$ cat src/hw/rtl/wga_pkg.sv
// Shared types, constants and tables for the weighted group aggregator.
// Used by the controller, the datapath and the top level; depends on nothing.
package wga_pkg;

	localparam int DEF_MAX_SOURCES  = 255;
	localparam int DEF_TARGET_COUNT = 1048576;

	localparam int S_DATA_W = 176;
	localparam int M_DATA_W = 56;
	localparam int CFG_IDX_W = 3;
	localparam int CNT_W    = 8;
	localparam int IDX_W    = 20;

	localparam logic [16:0] ONE_Q16 = 17'd65536;
	localparam logic signed [33:0] HALF_PI_Q30 = 34'sd1686629713;
	localparam logic [4:0] CORDIC_LAST = 5'd29;

	typedef enum logic [1:0] {
		MET_SUM   = 2'd0,
		MET_MEAN  = 2'd1,
		MET_COUNT = 2'd2,
		MET_ANGLE = 2'd3
	} metric_sel_t;

	typedef enum logic [2:0] {
		CFG_METRIC    = 3'd0,
		CFG_FILL      = 3'd1,
		CFG_NAN_M2O   = 3'd2,
		CFG_NAN_O2M   = 3'd3,
		CFG_IGN_MAP   = 3'd4,
		CFG_USE_EXTRA = 3'd5
	} cfg_reg_t;

	typedef struct packed {
		metric_sel_t        metric;
		logic signed [31:0] fill;
		logic               nan_m2o;
		logic               nan_o2m;
		logic               ign_map;
		logic               use_extra;
	} cfg_t;

	typedef enum logic [3:0] {
		S_IDLE, S_ENTRY1, S_ENTRY2, S_DECIDE, S_BIGCHK, S_NORM, S_SQRT1,
		S_DOT, S_COSDIV, S_SQRT2, S_CORDIC, S_ANGFIN, S_MEANDIV, S_OUT
	} state_t;

	typedef enum logic [4:0] {
		OP_NONE, OP_LOAD, OP_FILL, OP_W, OP_ACC, OP_NAN, OP_SUM, OP_COUNT,
		OP_MEAN_START, OP_MEAN_FIN, OP_BIG, OP_NORM, OP_NSQ, OP_DOT, OP_CLAMP,
		OP_CORDIC_INIT, OP_CORDIC, OP_ANGLE_FIN, OP_PUSH
	} dp_op_t;

	typedef struct packed {
		logic        no_sources;
		logic        last;
		logic        nan_now;
		metric_sel_t metric;
		logic        weight_zero;
		logic        big_zero;
		logic        norm_ok;
		logic        norm_zero;
		logic        div_done;
		logic        sqrt_done;
		logic        cordic_last;
		logic        out_free;
	} dp_status_t;

	// arctangent of 2^-i in Q0.30
	function automatic logic [29:0] atan_q30(input logic [4:0] i);
		logic [29:0] v;
		case (i)
			5'd0:  v = 30'd843314857;
			5'd1:  v = 30'd497837830;
			5'd2:  v = 30'd263043837;
			5'd3:  v = 30'd133525159;
			5'd4:  v = 30'd67021687;
			5'd5:  v = 30'd33543516;
			5'd6:  v = 30'd16775851;
			5'd7:  v = 30'd8388437;
			5'd8:  v = 30'd4194283;
			5'd9:  v = 30'd2097149;
			5'd10: v = 30'd1048576;
			5'd11: v = 30'd524288;
			5'd12: v = 30'd262144;
			5'd13: v = 30'd131072;
			5'd14: v = 30'd65536;
			5'd15: v = 30'd32768;
			5'd16: v = 30'd16384;
			5'd17: v = 30'd8192;
			5'd18: v = 30'd4096;
			5'd19: v = 30'd2048;
			5'd20: v = 30'd1024;
			5'd21: v = 30'd512;
			5'd22: v = 30'd256;
			5'd23: v = 30'd128;
			5'd24: v = 30'd64;
			5'd25: v = 30'd32;
			5'd26: v = 30'd16;
			5'd27: v = 30'd8;
			5'd28: v = 30'd4;
			5'd29: v = 30'd2;
			default: v = 30'd0;
		endcase
		return v;
	endfunction

endpackage

$ cat src/hw/rtl/wga_ctrl.sv
// Sequencing state machine: accepts items and steps the datapath.
// Depends on wga_pkg for the state, command and status types.
module wga_ctrl import wga_pkg::*; (
	input  logic       clk,
	input  logic       arst_n,
	input  logic       s_tvalid,
	output logic       s_tready,
	input  dp_status_t stat,
	output dp_op_t     op
);
	state_t state_q, state_d;

	always_ff @(posedge clk or negedge arst_n) begin
		if (!arst_n) state_q <= S_IDLE;
		else         state_q <= state_d;
	end

	always_comb begin
		state_d = state_q;
		unique case (state_q)
			S_IDLE:   if (s_tvalid) state_d = S_ENTRY1;
			S_ENTRY1: state_d = stat.no_sources ? S_OUT : S_ENTRY2;
			S_ENTRY2: state_d = stat.last ? S_DECIDE : S_IDLE;
			S_DECIDE: begin
				if (stat.nan_now) begin
					state_d = S_OUT;
				end else begin
					unique case (stat.metric)
						MET_MEAN:  state_d = stat.weight_zero ? S_OUT : S_MEANDIV;
						MET_ANGLE: state_d = S_BIGCHK;
						default:   state_d = S_OUT;
					endcase
				end
			end
			S_BIGCHK:  state_d = stat.big_zero ? S_OUT : S_NORM;
			S_NORM:    if (stat.norm_ok) state_d = S_SQRT1;
			S_SQRT1:   if (stat.sqrt_done) state_d = S_DOT;
			S_DOT:     state_d = stat.norm_zero ? S_OUT : S_COSDIV;
			S_COSDIV:  if (stat.div_done) state_d = S_SQRT2;
			S_SQRT2:   if (stat.sqrt_done) state_d = S_CORDIC;
			S_CORDIC:  if (stat.cordic_last) state_d = S_ANGFIN;
			S_ANGFIN:  state_d = S_OUT;
			S_MEANDIV: if (stat.div_done) state_d = S_OUT;
			S_OUT:     if (stat.out_free) state_d = S_IDLE;
			default:   state_d = S_IDLE;
		endcase
	end

	always_comb begin
		op = OP_NONE;
		unique case (state_q)
			S_IDLE:   if (s_tvalid) op = OP_LOAD;
			S_ENTRY1: op = stat.no_sources ? OP_FILL : OP_W;
			S_ENTRY2: op = OP_ACC;
			S_DECIDE: begin
				if (stat.nan_now) begin
					op = OP_NAN;
				end else begin
					unique case (stat.metric)
						MET_SUM:   op = OP_SUM;
						MET_COUNT: op = OP_COUNT;
						MET_MEAN:  op = stat.weight_zero ? OP_NAN : OP_MEAN_START;
						MET_ANGLE: op = OP_BIG;
						default:   op = OP_NONE;
					endcase
				end
			end
			S_BIGCHK:  op = stat.big_zero ? OP_NAN : OP_NORM;
			S_NORM:    op = stat.norm_ok ? OP_NSQ : OP_NORM;
			S_SQRT1:   op = OP_NONE;
			S_DOT:     op = stat.norm_zero ? OP_NAN : OP_DOT;
			S_COSDIV:  if (stat.div_done) op = OP_CLAMP;
			S_SQRT2:   if (stat.sqrt_done) op = OP_CORDIC_INIT;
			S_CORDIC:  op = OP_CORDIC;
			S_ANGFIN:  op = OP_ANGLE_FIN;
			S_MEANDIV: if (stat.div_done) op = OP_MEAN_FIN;
			S_OUT:     if (stat.out_free) op = OP_PUSH;
			default:   op = OP_NONE;
		endcase
	end

	assign s_tready = (state_q == S_IDLE);
endmodule

$ cat config.mk
export PLATFORM = sky130hd
export DESIGN_NAME = wga_ctrl
export DESIGN_NICKNAME = d
export VERILOG_FILES = /design/src/hw/rtl/wga_pkg.sv /design/src/hw/rtl/wga_ctrl.sv
export SDC_FILE = /design/constraint.sdc
export NUM_CORES = 1
export LEC_CHECK = 0
export BUFFER_PORTS_ARGS = -buffer_cell sky130_fd_sc_hd__buf_2
export CAP_MARGIN = 30
export CORE_MARGIN = 4
export CORE_UTILIZATION = 49
export DETAILED_ROUTE_END_ITERATION = 10
export GPL_TIMING_DRIVEN = 0
export HOLD_SLACK_MARGIN = 0.1
export PLACE_DENSITY = 0.77
export SKIP_CTS_REPAIR_TIMING = 1
export SYNTH_ARGS = -nofsm -noshare
export SYNTH_HDL_FRONTEND = slang
export SYNTH_SLANG_ARGS = --single-unit
$ cat constraint.sdc
create_clock -name clk -period 2.3 [get_ports clk]
set_clock_uncertainty 0.15 [all_clocks]
set_input_delay 0.23 -clock clk [delete_from_list [all_inputs] [get_ports clk]]
set_output_delay 0.23 -clock clk [all_outputs]
set_load 0.05 [all_outputs]
* Word-level counts from Yosys, hierarchy flattened *
Index checks and enable logic that the tools add are counted.

storage, ports and cells
  register bits after elaboration = 4
  latch bits = 0
  bits in writable memories = 0
  ROM bits = 0
  input port bits = 16
  output and inout port bits = 6
  word-level logic and storage cells = 57
  memories = 0

cells by class
  add/sub/neg operators = 0
  $mul = 0
  div/mod/pow operators = 0
  magnitude comparators = 0
  eq/ne operators = 24
  shift-type cells = 0
  muxes and demuxes = 29
  bitwise logic cells = 0
  reductions and logical operators = 3

operators with widths
  kind                                            count
  2-to-1 mux 4 bit                                17
  case mux 5 bit (13 select lines)                1
  case mux 4 bit (14 select lines)                1
  == test 4 bit (second input constant)           6
  case mux 5 bit (4 select lines)                 1
  == test 4 x 3 -> 1 bit (second input constant)  4
  != test 2 bit (second input constant)           8
  2-to-1 mux 5 bit                                2
  == test 4 x 2 -> 1 bit (second input constant)  2
  case mux 4 bit (2 select lines)                 1
  AND reduction 8 bit                             1
  2-to-1 mux 3 bit                                2
  == test 2 bit (second input constant)           2
  == test 4 x 1 -> 1 bit (second input constant)  1
  zero test 4 bit                                 1
  2-to-1 mux 1 bit                                3
  == test 2 x 1 -> 1 bit (second input constant)  1
  zero test 2 bit                                 1
  2-to-1 mux 2 bit                                1

* Depth between registers and ports, before layout *
  depth in word-level cells = 4
  mapped depth = 6
  depth with buffers taken out = 4

* Least setup slack after synthesis *
OpenSTA, ideal clock, no wires.

  path kind = register -> output
  start point = register state_q[2]
  end point = output port s_tready
  data arrival time = 2.325 ns
  data required time = 1.920 ns
  setup slack = -0.405 ns
  cell stages (with the launch flop) = 4
  path buffers = 2
  path through = dfrtp_1 -> buf_2 -> buf_1 -> nor4_1

between the ends
  longest elaborated chain between the ends = 1

ends and longest elaborated chain
  element                 line            source
  start, declared         wga_ctrl.sv:11  state_t state_q, state_d;
  start signal, assigned  wga_ctrl.sv:15  else state_q <= state_d;
  zero test 4 bit         wga_ctrl.sv:82  assign s_tready = (state_q == S_IDLE);
  end, declared           wga_ctrl.sv:7   output logic s_tready,

No other way between the ends.

* Final worst setup path *
  start point = register state_q[0]
  end point = output port op[0]

between the ends
  longest elaborated chain between the ends = 2
  elaborated cells on any way between the ends = 14
  those cells by class = 12 x eq/ne; 1 x mux; 1 x reduce/logical

ends and longest elaborated chain
  element                                      line            source
  == test 4 bit, or another cell as far along  wga_ctrl.sv:51  unique case (state_q)
  case mux 5 bit (13 select lines) (*)         wga_ctrl.sv:51
  end, declared                                wga_ctrl.sv:9   output dp_op_t op

Mark *: on every way between the ends. The rest lies on a longest branch, timed or not.

==> results.py <==
metrics = {
    "run_status": {
        "run_status": "finished clean",
    },
    "yosys": {
        "cell_count_after_synthesis": 101,
        "post_synth.cell_area_avg_um2": 6.95,
        "most_used_flip_flop_cell_after_synthesis": "dfrtp_1",
        "synth-seq-area-share_pct": 14.3,
        "ys_seq_elements": 4,
        "synth_area_um2": 702,
        "synth.cells.most_frequent": "a21oi_1, nand2_1, nand2b_1",
        "ys_top_cells_by_area": "dfrtp_1, nand2b_1, a21oi_1",
        "synth_nets": 117,
        "count_of_flip_flops_with_a_built_in_enable_after_synthesis": 0,
        "synth_largest_area_cell": "dfrtp_1",
        "post-synth-top-area-fraction_pct": 14.3,
        "synthDistinctLibCells": 39,
        "synth.yosys.warnings": 0,
        "synth-async-reset-ratio_pct": 100,
    },
    "critical_path": {
        "timing.critical_path.slowest_stage_cell": "or4_1",
        "timing.rr.start": "state_q[0]$_DFFE_PN0P_",
        "worst-endpoint-arrival_ns": 1.83,
        "crit_path_capture_type": "output port",
        "required_ns": 1.92,
        "regToRegEndpoint": "state_q[3]$_DFFE_PN0P_",
        "cp_slowest_stage_delay_ns": 0.48,
        "crit_path_cell_trace": "buf_4, o21a_1, or4_1, o31ai_1, a311o_1, buf_6",
        "criticalPathCategory": "reg2out",
        "worstSetupStartpointType": "flop",
        "r2r_setup_slack_ns": 0.35,
        "worstPathMaxFanout": 19,
        "reg2reg_depth": 4,
    },
    "drt": {
        "via_count": 909,
        "route.final.wire_length_um": 2250,
        "drt-initial-drc-count": 32,
        "detail_route.wl_per_cell_um": 15.9,
        "detailedRoute.firstPassIterationCount": 4,
        "route.detailed.vias_per_inst": 6.45,
        "remaining_drc_errors": 0,
        "antenna_left": 0,
    },
    "global_routing": {
        "grt_remaining_overflow": 0,
        "grt_first_pass_wirelength_um": 3580,
        "first_global_vias": 832,
        "antenna_found_initial": 0,
        "grt_start_max_net_pins": 11,
        "grt_util_overall_pct": 23.0,
    },
    "placed_design": {
        "buffers_added_on_ports": 21,
        "finalWeightedCongestion": 0.956,
        "post-place-ws_ns": -0.00306,
        "place_area_um2": 832,
        "hpwlAfterDp_um": 1670,
    },
    "clocking": {
        "tritoncts": "built",
        "htreeDepth": 1,
        "cts-root-buf": "clkbuf_4",
        "sinks_on_the_clock_net": 4,
        "clock_latency_ns": 0.23,
        "path_clk_slew_ns": 0.04,
        "cts-root-to-sink-buffers": 2,
        "cts-buffers-inserted": 3,
    },
    "die": {
        "floorplan.initialDensity_pct": 53.3,
        "die-area_um2": 2100,
        "top_level_ports": 22,
        "chipWidth_um": 45.9,
        "vertical_die_dimension_um": 45.9,
        "fp_rows": 13,
        "fp.coreArea_um2": 1320,
    },
    "cells_and_area": {
        "number_of_antenna_diodes": 0,
        "finalNetCount": 144,
        "biggestRegsByFlops": "state_q: 4 flops",
        "final_util_pct": 69.1,
        "nFillCells": 124,
        "layout.cell_area.non_filler_um2": 911,
        "syn2layout_area_growth_pct": 29.8,
        "number_of_flip_flops_under_the_largest_register_name": 4,
        "max_flop_register": "state_q",
        "drive_gt1_share_pct": 30.2,
    },
    "power_and_ir_drop": {
        "pwr-share-comb_pct": 85.4,
        "switching_share_pct": 56.9,
        "design_power_total_uw": 1570,
        "p_sw_uw": 890,
        "vdd_drop_max_v": 0.00114,
        "power.internal_uw": 675,
        "power.density_nw_per_um2": 1720,
        "clock_power_share_pct": 5.4,
        "seq_power_share_pct": 9.3,
        "p_leak_uw": 0.000411,
    },
    "timing": {
        "timing.final.crit_period_ns": 2.21,
        "max-slew-margin-rel_pct": 76.9,
        "final.setup.tns_ns": 0,
        "report.final.slew_viol_count": 0,
        "crit_share_post_route_pct": 96.1,
        "max_freq_mhz": 453,
        "setup_ws_ns": 0.0902,
        "final_number_of_hold_violating_endpoints": 0,
        "setup-violations-final": 0,
        "tightest_slew_ns": 0.342,
    },
    "worst_hold_path": {
        "holdCritPathClass": "in2async",
    },
    "run": {
        "maxCapViolations": 0,
    },
}
worst max path at each step:
stage	end	cells past startpoint	slack, ns	start
floorplan	op[2]	6	0.02	state_q[0]$_DFFE_PN0P_
global placement	op[1]	6	-0.03	state_q[2]$_DFFE_PN0P_
detailed placement	op[1]	6	-0.003	state_q[2]$_DFFE_PN0P_
CTS	op[1]	6	-0.26	state_q[2]$_DFFE_PN0P_
global route	op[0]	6	-0.003	state_q[0]$_DFFE_PN0P_
finish	op[0]	6	0.09	state_q[0]$_DFFE_PN0P_
worst max-delay path, delay by kind of cell (launching register included):
family | cells | cell delay, ns
compound gates | 3 | 0.37
buf+inv | 2 | 0.36
flops | 1 | 0.38
simple gates | 1 | 0.48
layout by cell type (no fill, tap or decap), types with 3 or more instances in the layout:
| cell type | Yosys | routed |
|---|---|---|
| a211o_1 | 4 | 4 |
| a21oi_1 | 8 | 8 |
| buf_2 | 6 | 19 |
| buf_4 | 0 | 4 |
| clkbuf_4 | 0 | 7 |
| inv_1 | 5 | 5 |
| nand2_1 | 8 | 8 |
| nand2b_1 | 8 | 8 |
| nor2_1 | 7 | 7 |
| nor2b_1 | 4 | 4 |
| nor3_1 | 3 | 3 |
| o21a_1 | 3 | 3 |
| o21ai_0 | 3 | 3 |
| o22ai_1 | 3 | 3 |
metal layers:
layer / track usage (%) / vias to the layer above / wire length (µm)
met1: 32.5 / 406 / 941
met3: 5.14 / 8 / 219
li1: - / 438 / -
met5: 0 / - / 0
met4: 6.25 / 0 / 51
met2: 34.6 / 57 / 1030
area by class of cell:
type                       instances  area, µm²  area share (%)
tap                               15       18.8            2.06
buffer                             8       55.1            6.04
clock buffer                       3       22.5            2.47
inverter                           5       18.8            2.06
multi-input combinational         83        562            61.7
sequential                         4        103            11.3
timing repair buffer              23        131            14.4
power groups by stage:
stage / Sequential, µW / Combinational (µW) / Clock (µW)
floorplan: 135 / 981 / 0
finish: 145 / 1340 / 84.0
CTS: 146 / 1220 / 88.4
global route: 150 / 1440 / 97.2
global placement: 145 / 1210 / 0
detailed placement: 146 / 1210 / 0
through the flow:
stage,instances,hold WS (ns)
after CTS,140,-0.363
after floorplan,101,-0.216
final,141,0.181
after global routing,141,0.186
after detailed placement,137,-0.113
after global placement,137,-0.116
logic make-up after synthesis:
group / after synthesis / share of synthesized area, %
AO/OA/AOI/OAI: 40 / 42.1
AND/OR/NAND/NOR: 41 / 31.9
multiplexers: 2 / 3.21
flip-flops: 4 / 14.3
buffers and inverters: 14 / 8.56
Power figures use the tool's default switching activity.
